`config.mk`:
```
export PLATFORM = sky130hd
export DESIGN_NAME = stepper_ramp_move_sequencer
export DESIGN_NICKNAME = d
export VERILOG_FILES = /design/src/design/srms_pkg.sv /design/src/design/srms_step.sv /design/src/design/stepper_ramp_move_sequencer.sv
export SDC_FILE = /design/constraint.sdc
export NUM_CORES = 1
export LEC_CHECK = 0
export BUFFER_PORTS_ARGS = -buffer_cell sky130_fd_sc_hd__clkbuf_2
export CAP_MARGIN = 20
export CORE_MARGIN = 1.5
export CORE_UTILIZATION = 55
export CTS_CLUSTER_SIZE = 30
export DETAILED_ROUTE_END_ITERATION = 12
export GPL_ROUTABILITY_DRIVEN = 0
export GPL_TIMING_DRIVEN = 0
export PLACE_DENSITY = 0.73
export SLEW_MARGIN = 5
export SYNTH_ARGS = -nofsm -noshare
export SYNTH_HDL_FRONTEND = slang
export SYNTH_SLANG_ARGS = --single-unit
```
`constraint.sdc`:
```
create_clock -name clk -period 5.7 [get_ports clk]
set_input_delay 0.285 -clock clk [delete_from_list [all_inputs] [get_ports clk]]
set_output_delay 0.285 -clock clk [all_outputs]
set_load 0.01 [all_outputs]
```
`src/design/srms_pkg.sv`:
```
// srms_pkg: shared types, register indexes and the ramp delay table
// for the stepper ramp move sequencer; no dependencies
`timescale 1ns / 1ps

package srms_pkg;

	localparam int RAMP_STEPS_DEF = 25;
	localparam int MAX_UNITS_DEF  = 7;

	localparam int CFG_IDX_W  = 2;
	localparam int CFG_DATA_W = 8;

	localparam logic [CFG_IDX_W-1:0] CFG_IDX_CRUISE_MS = 2'd0;
	localparam logic [CFG_IDX_W-1:0] CFG_IDX_STEPS     = 2'd1;

	localparam logic [5:0] CRUISE_MS_RST = 6'd4;
	localparam logic [7:0] STEPS_RST     = 8'd50;

	typedef enum logic [1:0] {
		SEG_IDLE   = 2'd0,
		SEG_UP     = 2'd1,
		SEG_CRUISE = 2'd2,
		SEG_DOWN   = 2'd3
	} seg_t;

	typedef struct packed {
		seg_t        seg;
		logic [4:0]  ramp_index;
		logic [10:0] cruise_left;
		logic [1:0]  coil_phase;
		logic [5:0]  phase_timer;
		logic        reverse_dir;
	} motion_t;

	typedef struct packed {
		logic coil_a_pos;
		logic coil_a_neg;
		logic coil_b_pos;
		logic coil_b_neg;
		logic enable_a;
		logic enable_b;
		logic busy_res;
		logic move_done;
	} result_t;

	// ms per coil phase for each ramp step, 4 beyond the listed steps
	function automatic logic [5:0] ramp_delay(input logic [4:0] idx);
		logic [5:0] d;
		case (idx)
			5'd0:  d = 6'd45;
			5'd1:  d = 6'd38;
			5'd2:  d = 6'd32;
			5'd3:  d = 6'd27;
			5'd4:  d = 6'd23;
			5'd5:  d = 6'd20;
			5'd6:  d = 6'd17;
			5'd7:  d = 6'd15;
			5'd8:  d = 6'd13;
			5'd9:  d = 6'd11;
			5'd10: d = 6'd10;
			5'd11: d = 6'd9;
			5'd12: d = 6'd8;
			5'd13: d = 6'd7;
			5'd14: d = 6'd7;
			5'd15: d = 6'd6;
			5'd16: d = 6'd6;
			5'd17: d = 6'd6;
			5'd18: d = 6'd5;
			5'd19: d = 6'd5;
			5'd20: d = 6'd5;
			5'd21: d = 6'd5;
			5'd22: d = 6'd5;
			5'd23: d = 6'd5;
			default: d = 6'd4;
		endcase
		return d;
	endfunction

	// drive pattern per phase: p1, n1, p2, n2
	function automatic logic [3:0] phase_bits(input logic [1:0] ph);
		logic [3:0] b;
		case (ph)
			2'd0: b = 4'b1010;
			2'd1: b = 4'b1001;
			2'd2: b = 4'b0101;
			default: b = 4'b0110;
		endcase
		return b;
	endfunction

endpackage

```
`src/design/srms_step.sv`:
```
// srms_step: next motion state and result for one item
// depends on srms_pkg
`timescale 1ns / 1ps

module srms_step #(
	parameter int RAMP_STEPS = srms_pkg::RAMP_STEPS_DEF,
	parameter int MAX_UNITS  = srms_pkg::MAX_UNITS_DEF
) (
	input  srms_pkg::motion_t       cur,
	input  logic                    mode,
	input  logic signed [3:0]       move_units,
	input  logic [5:0]              cruise_phase_ms,
	input  logic [7:0]              steps_per_unit,
	output srms_pkg::motion_t       nxt,
	output srms_pkg::result_t       res
);

	localparam logic [4:0] RAMP_LAST = 5'(RAMP_STEPS - 1);
	localparam logic [3:0] UNITS_MAX = 4'(MAX_UNITS);

	logic [3:0]  mag;
	logic        cmd_ok;
	logic [4:0]  ramp_i;
	logic [5:0]  delay;
	logic [6:0]  timer_inc;
	logic        done;
	logic [3:0]  bits;

	assign mag    = move_units[3] ? 4'(-move_units) : 4'(move_units);
	assign cmd_ok = (cur.seg == srms_pkg::SEG_IDLE) && (mag != 4'd0) && (mag <= UNITS_MAX);
	assign ramp_i = (cur.ramp_index > RAMP_LAST) ? RAMP_LAST : cur.ramp_index;

	always_comb begin
		case (cur.seg)
			srms_pkg::SEG_UP:   delay = srms_pkg::ramp_delay(ramp_i);
			srms_pkg::SEG_DOWN: delay = srms_pkg::ramp_delay(RAMP_LAST - ramp_i);
			default:            delay = (cruise_phase_ms == 6'd0) ? 6'd1 : cruise_phase_ms;
		endcase
	end

	assign timer_inc = {1'b0, cur.phase_timer} + 7'd1;

	// next state
	always_comb begin
		nxt  = cur;
		done = 1'b0;
		if (mode) begin
			if (cmd_ok) begin
				nxt.reverse_dir = move_units[3];
				nxt.cruise_left = 11'(mag - 4'd1) * 11'(steps_per_unit);
				nxt.seg         = srms_pkg::SEG_UP;
				nxt.ramp_index  = 5'd0;
				nxt.coil_phase  = 2'd0;
				nxt.phase_timer = 6'd0;
			end
		end else if (cur.seg != srms_pkg::SEG_IDLE) begin
			if (timer_inc >= {1'b0, delay}) begin
				nxt.phase_timer = 6'd0;
				if (cur.coil_phase == 2'd3) begin
					nxt.coil_phase = 2'd0;
					// full step finished
					case (cur.seg)
						srms_pkg::SEG_UP: begin
							if (cur.ramp_index >= RAMP_LAST) begin
								nxt.ramp_index = 5'd0;
								nxt.seg = (cur.cruise_left != 11'd0) ? srms_pkg::SEG_CRUISE
								                                     : srms_pkg::SEG_DOWN;
							end else begin
								nxt.ramp_index = cur.ramp_index + 5'd1;
							end
						end
						srms_pkg::SEG_CRUISE: begin
							if (cur.cruise_left <= 11'd1) begin
								nxt.cruise_left = 11'd0;
								nxt.seg         = srms_pkg::SEG_DOWN;
								nxt.ramp_index  = 5'd0;
							end else begin
								nxt.cruise_left = cur.cruise_left - 11'd1;
							end
						end
						default: begin
							if (cur.ramp_index >= RAMP_LAST) begin
								nxt.seg        = srms_pkg::SEG_IDLE;
								nxt.ramp_index = 5'd0;
								done           = 1'b1;
							end else begin
								nxt.ramp_index = cur.ramp_index + 5'd1;
							end
						end
					endcase
				end else begin
					nxt.coil_phase = cur.coil_phase + 2'd1;
				end
			end else begin
				nxt.phase_timer = timer_inc[5:0];
			end
		end
	end

	// result from the state after the item
	assign bits = srms_pkg::phase_bits(nxt.coil_phase);

	always_comb begin
		res = '0;
		if (nxt.seg != srms_pkg::SEG_IDLE) begin
			if (nxt.reverse_dir) begin
				res.coil_a_pos = bits[1];
				res.coil_a_neg = bits[0];
				res.coil_b_pos = bits[3];
				res.coil_b_neg = bits[2];
			end else begin
				res.coil_a_pos = bits[3];
				res.coil_a_neg = bits[2];
				res.coil_b_pos = bits[1];
				res.coil_b_neg = bits[0];
			end
			res.enable_a = 1'b1;
			res.enable_b = 1'b1;
			res.busy_res = 1'b1;
		end
		res.move_done = done;
	end

endmodule

```
`src/design/stepper_ramp_move_sequencer.sv`:
```
// stepper_ramp_move_sequencer: top level with input register, motion state,
// config registers and result register; depends on srms_pkg and srms_step
//
//   channel | signals                                   | handshake
//   in      | mode, move_units                          | in_valid / in_stall
//   out     | coil_*, enable_a/b, busy_res, move_done   | out_valid / out_stall
//   cfg     | cfg_index, cfg_data                       | cfg_valid / cfg_ready
//
// one item per cycle while out_stall does not hold the result register; an item goes from
// the input register through the single state update into the result register
// arst_n clears the motion state, both valid flags and loads the register defaults
// out_stall holds the result register; in_stall rises only while an item waits
// behind a stalled result, so one item is held on each side
`timescale 1ns / 1ps

module stepper_ramp_move_sequencer #(
	parameter int RAMP_STEPS = srms_pkg::RAMP_STEPS_DEF,
	parameter int MAX_UNITS  = srms_pkg::MAX_UNITS_DEF
) (
	input  logic                            clk,
	input  logic                            arst_n,
	input  logic                            in_valid,
	output logic                            in_stall,
	input  logic                            mode,
	input  logic signed [3:0]               move_units,
	output logic                            out_valid,
	input  logic                            out_stall,
	output logic                            coil_a_pos,
	output logic                            coil_a_neg,
	output logic                            coil_b_pos,
	output logic                            coil_b_neg,
	output logic                            enable_a,
	output logic                            enable_b,
	output logic                            busy_res,
	output logic                            move_done,
	input  logic                            cfg_valid,
	output logic                            cfg_ready,
	input  logic [srms_pkg::CFG_IDX_W-1:0]  cfg_index,
	input  logic [srms_pkg::CFG_DATA_W-1:0] cfg_data
);

	logic                valid_s1;
	logic                mode_s1;
	logic signed [3:0]   move_units_s1;
	logic                out_valid_q;
	srms_pkg::result_t   res_q;
	srms_pkg::motion_t   motion_q;
	srms_pkg::motion_t   motion_nxt;
	srms_pkg::result_t   res_nxt;
	logic [5:0]          cruise_phase_ms_q;
	logic [7:0]          steps_per_unit_q;
	logic                advance;

	assign advance   = valid_s1 && !(out_valid_q && out_stall);
	assign in_stall  = valid_s1 && !advance;
	assign cfg_ready = 1'b1;

	srms_step #(
		.RAMP_STEPS (RAMP_STEPS),
		.MAX_UNITS  (MAX_UNITS)
	) u_step (
		.cur             (motion_q),
		.mode            (mode_s1),
		.move_units      (move_units_s1),
		.cruise_phase_ms (cruise_phase_ms_q),
		.steps_per_unit  (steps_per_unit_q),
		.nxt             (motion_nxt),
		.res             (res_nxt)
	);

	always_ff @(posedge clk or negedge arst_n) begin
		if (!arst_n) begin
			valid_s1 <= 1'b0;
		end else if (!in_stall) begin
			valid_s1 <= in_valid;
		end
	end

	always_ff @(posedge clk) begin
		if (in_valid && !in_stall) begin
			mode_s1       <= mode;
			move_units_s1 <= move_units;
		end
	end

	always_ff @(posedge clk or negedge arst_n) begin
		if (!arst_n) begin
			motion_q <= '{seg: srms_pkg::SEG_IDLE, default: '0};
		end else if (advance) begin
			motion_q <= motion_nxt;
		end
	end

	always_ff @(posedge clk or negedge arst_n) begin
		if (!arst_n) begin
			out_valid_q <= 1'b0;
		end else if (advance) begin
			out_valid_q <= 1'b1;
		end else if (!out_stall) begin
			out_valid_q <= 1'b0;
		end
	end

	always_ff @(posedge clk) begin
		if (advance) begin
			res_q <= res_nxt;
		end
	end

	always_ff @(posedge clk or negedge arst_n) begin
		if (!arst_n) begin
			cruise_phase_ms_q <= srms_pkg::CRUISE_MS_RST;
			steps_per_unit_q  <= srms_pkg::STEPS_RST;
		end else if (cfg_valid && cfg_ready) begin
			case (cfg_index)
				srms_pkg::CFG_IDX_CRUISE_MS: cruise_phase_ms_q <= cfg_data[5:0];
				srms_pkg::CFG_IDX_STEPS:     steps_per_unit_q  <= cfg_data;
				default: ;
			endcase
		end
	end

	assign out_valid  = out_valid_q;
	assign coil_a_pos = res_q.coil_a_pos;
	assign coil_a_neg = res_q.coil_a_neg;
	assign coil_b_pos = res_q.coil_b_pos;
	assign coil_b_neg = res_q.coil_b_neg;
	assign enable_a   = res_q.enable_a;
	assign enable_b   = res_q.enable_b;
	assign busy_res   = res_q.busy_res;
	assign move_done  = res_q.move_done;

`ifndef SYNTH
	// a finished move never reports busy in the same item
	a_done_not_busy: assert property (@(posedge clk) disable iff (!arst_n)
		out_valid_q && res_q.move_done |-> !res_q.busy_res)
		else $error("move_done with busy_res high");

	// ramp index stays within the ramp
	a_ramp_range: assert property (@(posedge clk) disable iff (!arst_n)
		motion_q.ramp_index <= 5'(RAMP_STEPS - 1))
		else $error("ramp_index beyond last ramp step");

	// an item leaving the input register always lands in the result register
	a_advance_out: assert property (@(posedge clk) disable iff (!arst_n)
		advance |=> out_valid_q)
		else $error("advanced item lost");

	// motion state moves only with an item
	a_state_hold: assert property (@(posedge clk) disable iff (!arst_n)
		!advance |=> $stable(motion_q))
		else $error("motion state changed without an item");

	// idle state carries no leftover step position
	a_idle_clean: assert property (@(posedge clk) disable iff (!arst_n)
		motion_q.seg == srms_pkg::SEG_IDLE |-> motion_q.ramp_index == 5'd0)
		else $error("ramp_index nonzero while idle");
`endif

endmodule

```
### Yosys cells after proc, flatten, opt, wreduce, memory -nomap -nowiden

Memories as Yosys holds them, arrays and structs flattened.
Cells that the tools add are included.

| operators by class | value |
|---|---|
| add/sub/neg operators | 7 |
| $mul | 1 |
| $lt $le $gt $ge | 5 |
| eq/ne operators | 10 |
| muxes and demuxes | 26 |
| bitwise logic cells | 3 |
| reductions and logical operators | 27 |

Operator list:

| cell | number |
|---|---|
| $mux W26 | 2 |
| $mux W27 | 1 |
| $mux W11 | 2 |
| $mux W20 | 1 |
| $mux W18 | 1 |
| $pmux W7 S2 | 1 |
| $mux W6 | 2 |
| $pmux W4 S3 | 1 |
| $pmux W6 S2 | 1 |
| $reduce_and A6 Y1 | 2 |
| $reduce_bool A2 Y1 | 6 |
| $le A11 B1 Y1 const B | 1 |
| $mul A11 B8 Y11 | 1 |
| $reduce_bool A11 Y1 | 1 |
| $sub A11 B1 Y11 const B | 1 |
| $mux W5 | 2 |
| $eq A2 B2 Y1 const B | 4 |
| $mux W4 | 2 |
| $add A6 B1 Y7 const B | 1 |
| $ge A7 B6 Y1 | 1 |
| $mux W7 | 1 |
| $eq A2 B1 Y1 const B | 3 |
| $logic_and A1 B1 Y1 | 6 |
| $logic_not A2 Y1 | 3 |
| other kinds (20) | 32 |

| word-level totals | value |
|---|---|
| register bits | 56 |
| ROM bits | 384 |
| bits of input ports | 20 |
| output and inout bits | 11 |
| logic and storage cells | 101 |
| memories kept | 2 |

Memories:

| name | depth | bits a word | rd ports | clocked after memory_dff | wr ports | RTL line | text |
|---|---|---|---|---|---|---|---|
| (no name shown) | 32 | 6 | 1 | 0 | 0 | srms_pkg.sv:49 | `case (idx)` |
| (no name shown) | 32 | 6 | 1 | 0 | 0 | srms_pkg.sv:49 |  |

### Longest topological paths before layout

Gate-level depths: netlist of run 1.
An unclocked memory read counts as a cell.

| logic depth | value |
|---|---|
| word-level depth | 12 |
| mapped depth | 24 |
| mapped depth without buffers | 24 |

### By module

From an unflattened synthesis of run 1, not the netlist that was laid out.

| second synthesis, totals | value |
|---|---|
| cells, all modules | 600 |
| area, all modules | 5,594.1 um2 |

By module, submodules not included:

| module | times used | cells each | area each (um2) |
|---|---|---|---|
| srms_step | 1 | 490 | 3,465.8 |
| stepper_ramp_move_sequencer | 1 | 110 | 2,128.3 |

### Least setup slack after synthesis of run 1

OpenSTA, ideal clock, no wires.

| path | value |
|---|---|
| kind | register -> register |
| from | reg move_units_s1[0] |
| to | reg motion_q[19] (netlist name) |
| setup time | 0.132 ns |
| arrival | 5.013 ns |
| data required time | 5.568 ns |
| setup slack | 0.555 ns |
| cell stages (with the launch flop) | 21 |
| cells stage by stage | edfxtp_1 inv_2 ha_1 nor2b_1 mux2_2 o22a_1 nor2_1 nand2_1 fa_1 fa_1 inv_1 fa_1 inv_1 fa_1 inv_1 ha_1 or2_2 or3_1 a31oi_1 xnor2_1 o211ai_1 |

| between the ends | value |
|---|---|
| word-level cells in the longest chain between the ends | 7 |

Ends and longest elaborated chain:

| what | RTL line | text |
|---|---|---|
| start: declaration | stepper_ramp_move_sequencer.sv:44 | `logic signed [3:0] move_units_s1;` |
| start signal: assignment | stepper_ramp_move_sequencer.sv:82 | `move_units_s1 <= move_units;` |
| $neg A4 Y4 | srms_step.sv:29 | `assign mag = move_units[3] ? 4'(-move_units) : 4'(move_units);` |
| $mux W4 * | srms_step.sv:29 |  |
| branches (longest 5 deep; another with $mul A11 B8 Y11) | n/a |  |
| end signal: assignment | stepper_ramp_move_sequencer.sv:90 | `motion_q <= motion_nxt;` |
| end: declaration | stepper_ramp_move_sequencer.sv:47 | `srms_pkg::motion_t motion_q;` |

Every way passes the cells marked *. The select of a mux whose other input is x is not followed.
A chain may end at the register's enable or synchronous reset.

### Worst setup path after layout of run 1

| path | value |
|---|---|
| from | reg move_units_s1[1] |
| to | reg motion_q[19] (netlist name) |

Same word-level chain as after synthesis.

==> out/metrics.yaml, run 1 <==
ios: 31
cts_root_buf: "clkbuf_8"
ys_top_cells_by_area: "dfrtp_1 (18%), ha_1 (12%), fa_1 (11%)"
cts_num_sinks: 54
maxSlewViolCount: 0
status: "finished, final reports clean"
clock_skew_ns: 0.01743
rsz0062_at_grt: "no"
synth-main-ff-cell: "dfrtp_1"
viasPerCell: 5.726
fin_setup_tns_ns: 0
grt_max_degree: 31
yosysTopAreaCell: "dfrtp_1"
die_h_um: 101.4
drv_cap: 0
peakVddDrop_mv: 0.1704
drc: 0
diodes: 0
cpMaxStageDelayCell: "fa_1"
layout.cells.non_filler: 752
critPathKind: "reg -> reg"
utilization_pct: 62.52
htreeDepth: 2
start_util_pct: 57.14
grt_pass1_wl_mm: 19.59
dpl.cell_count: 742
startpoint_type: "register"
wl_per_cell_um: 15.09
drtIter0Drc: 188
cp_max_fo: 7
syn_area_um2: 5330
max_freq_mhz: 185.0
synth_edf_count: 11
drive_gt1_share_pct: 15.89
cp.required_ns: 5.90
cts_tree: "done"
antenna_left: 0
hp-class: "in -> reg"
holdWs_ns: 0.1326
num_rows: 35
worst_slew_pin_slew_ns: 0.8875
r2r_slack_ns: 0.30
die-area_um2: 10290
yosysWarnings: 0
avgSynthCellArea_um2: 9.143
p_leak_nw: 2.634
setup_viol: 0
period_share_pct: 94.81
ys_seq_elements: 54
fin_nets: 720
path_clk_slew_ns: 0.11
synthCells: 583
cpPeakStageDelay_ns: 0.53
ys_types: 86
clock_path_buffers: 2
finalCriticalPeriod_ns: 5.404
powerDensity_nw_per_um2: 338.1
core_area_um2: 9328
hold_violations: 0
vias: 4306
numCtsBuffers: 5
yosys.area.top_type_share_pct: 18.31
synth_fp_nets: 681
critPathCaptureType: "register"
drtPass1Iterations: 5
synth_commonest_cells: "inv_1 (82), ha_1 (49), nand2_1 (47), dfrtp_1 (39), fa_1 (29)"
grt_pass1_vias: 4240
antenna_found_initial: 0
clk_latency_ns: 0.33
post-dp-hpwl_mm: 8.958
die_w_um: 101.4
cp_top_family: "adder cells"
cp_cell_sequence: "inv_1, ha_1, nor2b_1, mux2_2, o22a_1, nor2_4, nand2_1, fa_1, fa_1, inv_1, fa_1, inv_1, fa_1, inv_1, ha_1, or2_2, or3_1, a31oi_1, xnor2_1, o211ai_1"
worstPathArrival_ns: 5.61
io_buffer_count: 29
seq_area_frac_synth_pct: 26.48
track_usage_pct: 23.82
area_growth_pct: 9.413
grt-ovfl-total: 0
async_flop_share_pct: 79.63
slew_headroom_pct: 40.29
synth_most_common_cell: "inv_1"
drt-total-wl_mm: 11.35
worst-path-buf-inv: 4
-- final timing paths --
kind	end	from	depth (start not counted)
max in group asynchronous	steps_per_unit_q[1]	arst_n	3
setup / recovery	motion_q[19]	move_units_s1[1]	20
min in group asynchronous	motion_q[0]	arst_n	2
setup reg to reg	motion_q[19]	move_units_s1[1]	20
hold reg to reg	out_valid	valid_s1	1
hold / removal	mode_s1	mode	1
-- cell type report --
type	instances	area (µm²)
Clock buffer	5	68.82
Sequential cell	54	1411
Multi-Input combinational cell	427	3543
Clock inverter	3	48.80
Fill cell	809	3496
Tap cell	129	161.4
Inverter	83	311.5
Buffer	18	96.34
Timing Repair Buffer	33	190.2
-- placed cells by master (no fill, tap or decap), drive strengths merged, types with 19 or more instances in the layout --
master	instances
dfrtp	39
o21ai	34
inv	84
nor2	28
clkbuf	42
and2	19
a21oi	23
fa	29
ha	49
nand2	47
-- where the power goes --
group / switching [mW] / internal [mW] / leakage, nW
combinational: 0.624 / 0.484 / 1.93
clock: 0.137 / 0.134 / 0.0563
sequential: 0.0918 / 0.501 / 0.647
total: 0.853 / 1.12 / 2.63
-- worst register-to-register path, stage by stage, from the launching register on --
cell and delay [ns]:
edfxtp_1 0.49, inv_1 0.16, ha_1 0.26, nor2b_1 0.17, mux2_2 0.35, o22a_1 0.23, nor2_4 0.17, nand2_1 0.09
fa_1 0.39, fa_1 0.49, inv_1 0.05, fa_1 0.47, inv_1 0.05, fa_1 0.53, inv_1 0.04, ha_1 0.22
or2_2 0.31, or3_1 0.32, a31oi_1 0.25, xnor2_1 0.16, o211ai_1 0.10
-- state kept, by name, indices dropped and copies added, names as in the netlist --
register	cells
coil_a_neg	1
coil_a_pos	1
coil_b_neg	1
coil_b_pos	1
cruise_phase_ms_q	6
enable_a	1
mode_s1	1
motion_q	27
move_done	1
move_units_s1	4
out_valid	1
steps_per_unit_q	8
valid_s1	1
-- through the flow --
| step | area, µm² | total power, mW | worst slack (ns) |
|---|---|---|---|
| 6_report | 5832 | 1.972 | 0.2959 |
| 5_1_grt | 5832 | 2.164 | 0.01083 |
| 4_1_cts | 5791 | 1.979 | 0.07622 |
| 3_5_place_dp | 5657 | 1.697 | -0.2705 |
| 3_3_place_gp | 5637 | 1.653 | -0.1658 |
| 2_1_floorplan | 5330 | 1.432 | 0.5547 |
-- repair_timing --
| action | 4_1_cts | 5_1_grt |
|---|---|---|
| endpoints found under the setup margin | 5 | 10 |
| resized for setup | 4 | 8 |
| hold endpoints to repair | 13 | 0 |
| setup buffers | 0 | 2 |
| hold buffers | 1 | 0 |
-- layer usage --
metal | track usage, % | wire length, µm
met5 | 0 | 0
met4 | 7.906 | 218
met3 | 3.520 | 558
met2 | 38.41 | 5381
met1 | 33.13 | 5186
-- kinds of logic (layout without fill, tap and decap cells) --
kind of cell               count (synthesis)  count (layout)  share of synthesized area (%)
AOI/OAI and AO/OA                        134             134                          17.82
buffers and inverters                    102             142                          7.699
muxes                                     25              25                          5.399
and+or+nand+nor                          167             167                          16.53
xor gates and xnor gates                  22              22                          3.615
DFF                                       54              54                          26.48
other                                      1               1                        0.07035
adders and majority gates                 78              78                          22.39
(Power assumes the default switching activity.)
==> run 2, diff against run 1 <==
--- a/config.mk
+++ b/config.mk
@@ -8,13 +8,14 @@
 export BUFFER_PORTS_ARGS = -buffer_cell sky130_fd_sc_hd__clkbuf_2
 export CAP_MARGIN = 20
 export CORE_MARGIN = 1.5
-export CORE_UTILIZATION = 55
+export CORE_UTILIZATION = 60
 export CTS_CLUSTER_SIZE = 30
 export DETAILED_ROUTE_END_ITERATION = 12
 export GPL_ROUTABILITY_DRIVEN = 0
 export GPL_TIMING_DRIVEN = 0
-export PLACE_DENSITY = 0.73
+export PLACE_DENSITY = 0.79
 export SLEW_MARGIN = 5
 export SYNTH_ARGS = -nofsm -noshare
 export SYNTH_HDL_FRONTEND = slang
+export SYNTH_HIERARCHICAL = 1
 export SYNTH_SLANG_ARGS = --single-unit
==> out/metrics.yaml, run 2 <==
grt_max_degree: 44
ys_types: 82
max_freq_mhz: 184.1
synth-main-ff-cell: "dfrtp_1"
hold_violations: 0
grt_pass1_vias: 4478
utilization_pct: 66.22
whs_path_depth: 1
die_h_um: 99.56
cpMaxStageDelayCell: "fa_1"
vias: 4620
maxSlewViolCount: 0
cp.required_ns: 5.91
synth_commonest_cells: "inv_1 (56), nand2_1 (47), ha_1 (46), nor2_1 (43), dfrtp_1 (39)"
numCtsBuffers: 5
antenna_found_initial: 0
cp_top_family: "adder cells"
seq_area_frac_synth_pct: 26.30
grt-ovfl-total: 0
num_rows: 35
p_seq_share_pct: 32.5
ys_top_cells_by_area: "dfrtp_1 (17%), ha_1 (10%), edfxtp_1 (7.0%)"
syn_area_um2: 5594
p_sw_mw: 0.7950
cp_cell_sequence: "buf_6, inv_1, ha_1, nor2b_2, mux2i_1, a2bb2oi_1, nor2_2, nand2_1, fa_1, fa_1, fa_1, inv_1, ha_1, a21o_1, a21oi_1, o21bai_1, or3_1, a31oi_1, xnor2_1, o21ai_0, mux2_4"
drtPass1Iterations: 5
fin_setup_tns_ns: 0
intPower_mw: 1.093
r2r.worst_path.cells: 21
r2r_slack_ns: 0.27
drive_gt1_share_pct: 19.03
worstPathArrival_ns: 5.65
synth_edf_count: 13
rsz0062_at_grt: "no"
cts_root_buf: "clkbuf_8"
clock_path_buffers: 2
final_common_cell: "inv_1"
cts_tree: "done"
area_growth_pct: 8.343
hp-class: "in -> reg"
finalCriticalPeriod_ns: 5.432
dpl.cell_count: 740
p_leak_nw: 2.770
synth_fp_nets: 685
htreeDepth: 2
top_regs: "motion_q: 27 flops, steps_per_unit_q: 8 flops, cruise_phase_ms_q: 6 flops"
diodes: 0
cp_max_fo: 10
path_clk_slew_ns: 0.10
setup_viol: 0
post-dp-hpwl_mm: 9.442
fin_nets: 725
start_util_pct: 61.12
cts_num_sinks: 56
yosysWarnings: 6
die_w_um: 99.56
p_clk_share_pct: 13.8
pre_cts_ws_ns: -0.1816
grt_pass1_wl_mm: 21.08
drc: 0
clk_latency_ns: 0.32
drt-total-wl_mm: 12.45
core_area_um2: 9153
viasPerCell: 6.144
cpPeakStageDelay_ns: 0.60
synthCells: 600
async_flop_share_pct: 76.79
period_share_pct: 95.30
track_usage_pct: 26.20
ios: 31
drtIter0Drc: 270
ys_seq_elements: 56
slew_headroom_pct: 60.89
powerDensity_nw_per_um2: 311.6
layout.cells.non_filler: 752
sw_frac_of_total_pct: 42.10
synth_most_common_cell: "inv_1"
final_cell_mix: "inv_1 (56), nand2_1 (47), ha_1 (46)"
critical_path_depth: 21
startpoint_type: "register"
peakVddDrop_mv: 0.2125
worst-path-buf-inv: 3
setup_ws_ns: 0.2677
worst_slew_pin_slew_ns: 0.5825
largest_reg_flops: 27
status: "finished, final reports clean"
holdWs_ns: 0.1461
avgSynthCellArea_um2: 9.324
yosysTopAreaCell: "dfrtp_1"
clock_skew_ns: 0.01403
critPathKind: "reg -> reg"
drv_cap: 0
antenna_left: 0
critPathCaptureType: "register"
power_frac_comb_pct: 53.8
worst_path_most_repeated_cell: "fa_1"
io_buffer_count: 29
yosys.area.top_type_share_pct: 17.45
die-area_um2: 9912
largest-register: "motion_q"
wl_per_cell_um: 16.55
## run 2: changes by cell type in the layout (fill, tap and decap cells not counted), sizes merged, moves of 5 or more
cell    delta
mux2      +28
o21ai      -8
nor2      +16
nand3      +8
nor2b      +7
inv       -28
fa        -10
a21o       +5
and2       -5
clkbuf     +9
## run 2: cells by family after synthesis
| group | share of synthesized area (%) |
|---|---|
| compound gates | 16.69 |
| mux | 12.70 |
| buf+inv | 6.889 |
| flops | 26.30 |
| fa+ha+maj | 17.09 |
| simple gates | 17.13 |
| xor+xnor | 3.131 |
| other cells | 0.06703 |
## run 2: worst register-to-register path, cell delays in order, from the launching register on
cell       delay (ns)
edfxtp_1         0.46
buf_6            0.18
inv_1            0.13
ha_1             0.28
nor2b_2          0.17
mux2i_1          0.21
a2bb2oi_1        0.13
nor2_2           0.19
nand2_1          0.10
fa_1             0.49
fa_1             0.51
fa_1             0.60
inv_1            0.06
ha_1             0.28
a21o_1           0.16
a21oi_1          0.21
o21bai_1         0.11
or3_1            0.32
a31oi_1          0.22
xnor2_1          0.17
o21ai_0          0.10
mux2_4           0.26
## run 2: worst paths after layout
path                                       endpoint              from
worst min-delay path                        mode_s1              mode
min in group asynchronous              motion_q[11]            arst_n
max in group asynchronous       steps_per_unit_q[5]            arst_n
worst max-delay path                   motion_q[19]  move_units_s1[0]
worst max register to register         motion_q[19]  move_units_s1[0]
worst min register to register            out_valid          valid_s1
## run 2: power by group through the flow
stage	clock (mW)	sequential [mW]	combinational, mW
after floorplan	0	0.594	0.768
after global placement	0	0.612	0.947
after detailed placement	0	0.618	0.983
after CTS	0.268	0.610	0.993
after global routing	0.280	0.629	1.13
final	0.260	0.613	1.02
## run 2: repair_timing
| item | CTS | global route |
|---|---|---|
| setup endpoints to repair | 1 | 8 |
| gates resized for setup | 2 | 7 |
| hold buffers | 0 | 1 |
| setup buffers | 0 | 1 |
| hold endpoints to repair | 0 | 16 |
| pin swaps | 0 | 1 |
## run 2: stage by stage
| stage | total power, mW | cell area (µm²) |
|---|---|---|
| 2_1_floorplan | 1.362 | 5594 |
| 3_3_place_gp | 1.559 | 5878 |
| 3_5_place_dp | 1.600 | 5878 |
| 4_1_cts | 1.870 | 5989 |
| 5_1_grt | 2.042 | 6061 |
| 6_report | 1.888 | 6061 |
## run 2: area by class of cell
| type | count | area, µm² |
|---|---|---|
| clock buffer | 6 | 72.57 |
| timing repair buffer | 33 | 187.7 |
| buffer | 28 | 178.9 |
| sequential | 56 | 1471 |
| tap | 111 | 138.9 |
| fill | 729 | 3092 |
| inverter | 57 | 214.0 |
| clock inverter | 2 | 35.03 |
| multi-input combinational | 459 | 3762 |
## run 2: layer usage
metal / share of wire [%] / up-vias / global-route usage, %
met5: 0 / - / 0
met4: 1.0 / 0 / 7.042
met3: 6.4 / 15 / 4.427
met2: 48 / 194 / 44.05
met1: 45 / 2211 / 35.15
li1: - / 2200 / -
==> run 3, diff against run 2 <==
--- a/config.mk
+++ b/config.mk
@@ -7,6 +7,7 @@
 export LEC_CHECK = 0
 export BUFFER_PORTS_ARGS = -buffer_cell sky130_fd_sc_hd__clkbuf_2
 export CAP_MARGIN = 20
+export CORE_ASPECT_RATIO = 0.9
 export CORE_MARGIN = 1.5
 export CORE_UTILIZATION = 60
 export CTS_CLUSTER_SIZE = 30
==> out/metrics.yaml, run 3 (synthesis results as in run 2) <==
htreeDepth: 2
cts_root_buf: "clkbuf_8"
vias: 4533
largest-register: "motion_q"
top_regs: "motion_q: 27 flops, steps_per_unit_q: 8 flops, cruise_phase_ms_q: 6 flops"
fillers: 723
die_w_um: 104.8
p_leak_nw: 2.763
viasPerCell: 5.949
drtIter0Drc: 294
status: "finished, final reports clean"
met3_usage_pct: 4.141
cp.required_ns: 5.90
worstPathArrival_ns: 5.59
p_sw_mw: 0.7770
worst_slew_pin_slew_ns: 0.6606
die-area_um2: 9913
core_area_um2: 9084
p_clk_share_pct: 13.6
fin_nets: 724
worst_path_most_repeated_cell: "fa_1"
num_rows: 33
sw_frac_of_total_pct: 41.67
final_cell_mix: "inv_1 (56), nand2_1 (47), ha_1 (46)"
whs_path_depth: 1
wl_per_cell_um: 15.98
post-dp-hpwl_mm: 9.425
drt-total-wl_mm: 12.17
numCtsBuffers: 5
met2_usage_pct: 42.86
peakVddDrop_mv: 0.2033
antenna_left: 0
critPathCaptureType: "register"
startpoint_type: "register"
max_freq_mhz: 185.5
intPower_mw: 1.088
register_area_um2: 1471
hold_violations: 0
clk_latency_ns: 0.31
slew_headroom_pct: 55.89
clock_skew_ns: 0.006597
drv_cap: 0
die_h_um: 94.61
area_growth_pct: 8.365
layout.cells.non_filler: 762
hp-class: "in -> reg"
cpMaxStageDelayCell: "fa_1"
grt_pass1_vias: 4279
power_frac_comb_pct: 53.2
r2r.worst_path.cells: 21
grt_pass1_wl_mm: 20.37
period_share_pct: 94.58
clock_path_buffers: 2
grt_util_met1_pct: 34.74
cts_num_sinks: 56
diodes: 0
start_util_pct: 61.58
setup_viol: 0
drive_gt1_share_pct: 18.91
cp_cell_sequence: "clkbuf_4, inv_1, ha_1, nor2b_2, mux2i_1, a2bb2oi_2, nor2_2, nand2_1, fa_1, fa_1, fa_1, inv_1, ha_1, a21o_1, a21oi_1, o21bai_1, or3_1, a31oi_1, xnor2_1, o21ai_0, mux2_4"
dpl.cell_count: 751
holdWs_ns: 0.1434
multi_input_area_um2: 3760
drtPass1Iterations: 5
finalPower_mw: 1.865
gr-max-usage-layer: "met2"
antenna_found_initial: 0
maxSlewViolCount: 0
cts_tree: "done"
finalCriticalPeriod_ns: 5.391
ios: 31
cpPeakStageDelay_ns: 0.60
final_area_um2: 6062
io_buffer_count: 29
cp_max_fo: 10
path_clk_slew_ns: 0.09
grt_max_degree: 44
final_common_cell: "inv_1"
grt-ovfl-total: 0
critPathKind: "reg -> reg"
postPlaceCellArea_um2: 5892
setup_ws_ns: 0.3090
p_seq_share_pct: 33.2
pre_cts_ws_ns: -0.1154
track_usage_pct: 25.37
powerDensity_nw_per_um2: 307.6
drc: 0
largest_reg_flops: 27
-- run 3: changes by cell type in the layout (fill, tap and decap cells not counted), sizes merged --
cell	change
buf	-2
clkinv	+1
-- run 3: worst max-delay path, delay by kind of cell, from the launching register on --
family / cells / cell delay, ns
flip-flops: 1 / 0.41
multiplexers: 2 / 0.51
adder cells (fa/ha/maj): 5 / 2.22
XOR/XNOR: 1 / 0.14
AO/OA/AOI/OAI: 6 / 0.88
AND/OR/NAND/NOR: 4 / 0.70
buffers and inverters: 3 / 0.41
-- run 3: worst paths after layout --
path	start	to	slack, ns
worst min-delay path	move_units[2]	move_units_s1[2]	0.14
worst min register to register	valid_s1	out_valid	0.50
max in group asynchronous	arst_n	cruise_phase_ms_q[2]	4.77
worst max register to register	move_units_s1[0]	motion_q[19]	0.31
worst max-delay path	move_units_s1[0]	motion_q[19]	0.31
min in group asynchronous	arst_n	motion_q[11]	0.38
-- run 3: repair_timing --
item / in CTS / in global routing
endpoints found under the setup margin: 1 / 1
pin swaps: 0 / 1
cloned: 0 / 0
buffers inserted: 0 / 1
hold buffers: 0 / 1
gates resized for setup: 1 / 6
hold endpoints to repair: 0 / 9
-- run 3: through the flow --
stage | utilization (%) | setup TNS, ns
5_1_grt | 66.74 | -0.003329
2_1_floorplan | - | 0
6_report | 66.74 | 0
3_3_place_gp | 64.86 | -0.03749
4_1_cts | 66.05 | 0
3_5_place_dp | 64.86 | -0.1154
-- run 3: area by class of cell --
class	instances	area share (%)
sequential	56	24.27
multi-input combinational	459	62.02
buffer	28	2.890
clock buffer	5	1.135
tap	122	2.518
clock inverter	3	0.6192
timing repair buffer	32	3.013
inverter	57	3.529
-- run 3: power groups by stage --
stage          Sequential (mW)  Combinational (mW)  Clock (mW)
2_1_floorplan            0.594               0.768           0
4_1_cts                  0.616               0.984       0.262
3_3_place_gp             0.616               0.942           0
3_5_place_dp             0.622               0.978           0
5_1_grt                  0.634                1.11       0.279
6_report                 0.618               0.993       0.254
-- run 3: per-layer routing --
metal / part of all wire [%] / vias to the layer above
li1: - / 2195
met1: 45 / 2130
met2: 47 / 195
met3: 7.2 / 13
met4: 0.75 / 0
met5: 0 / -
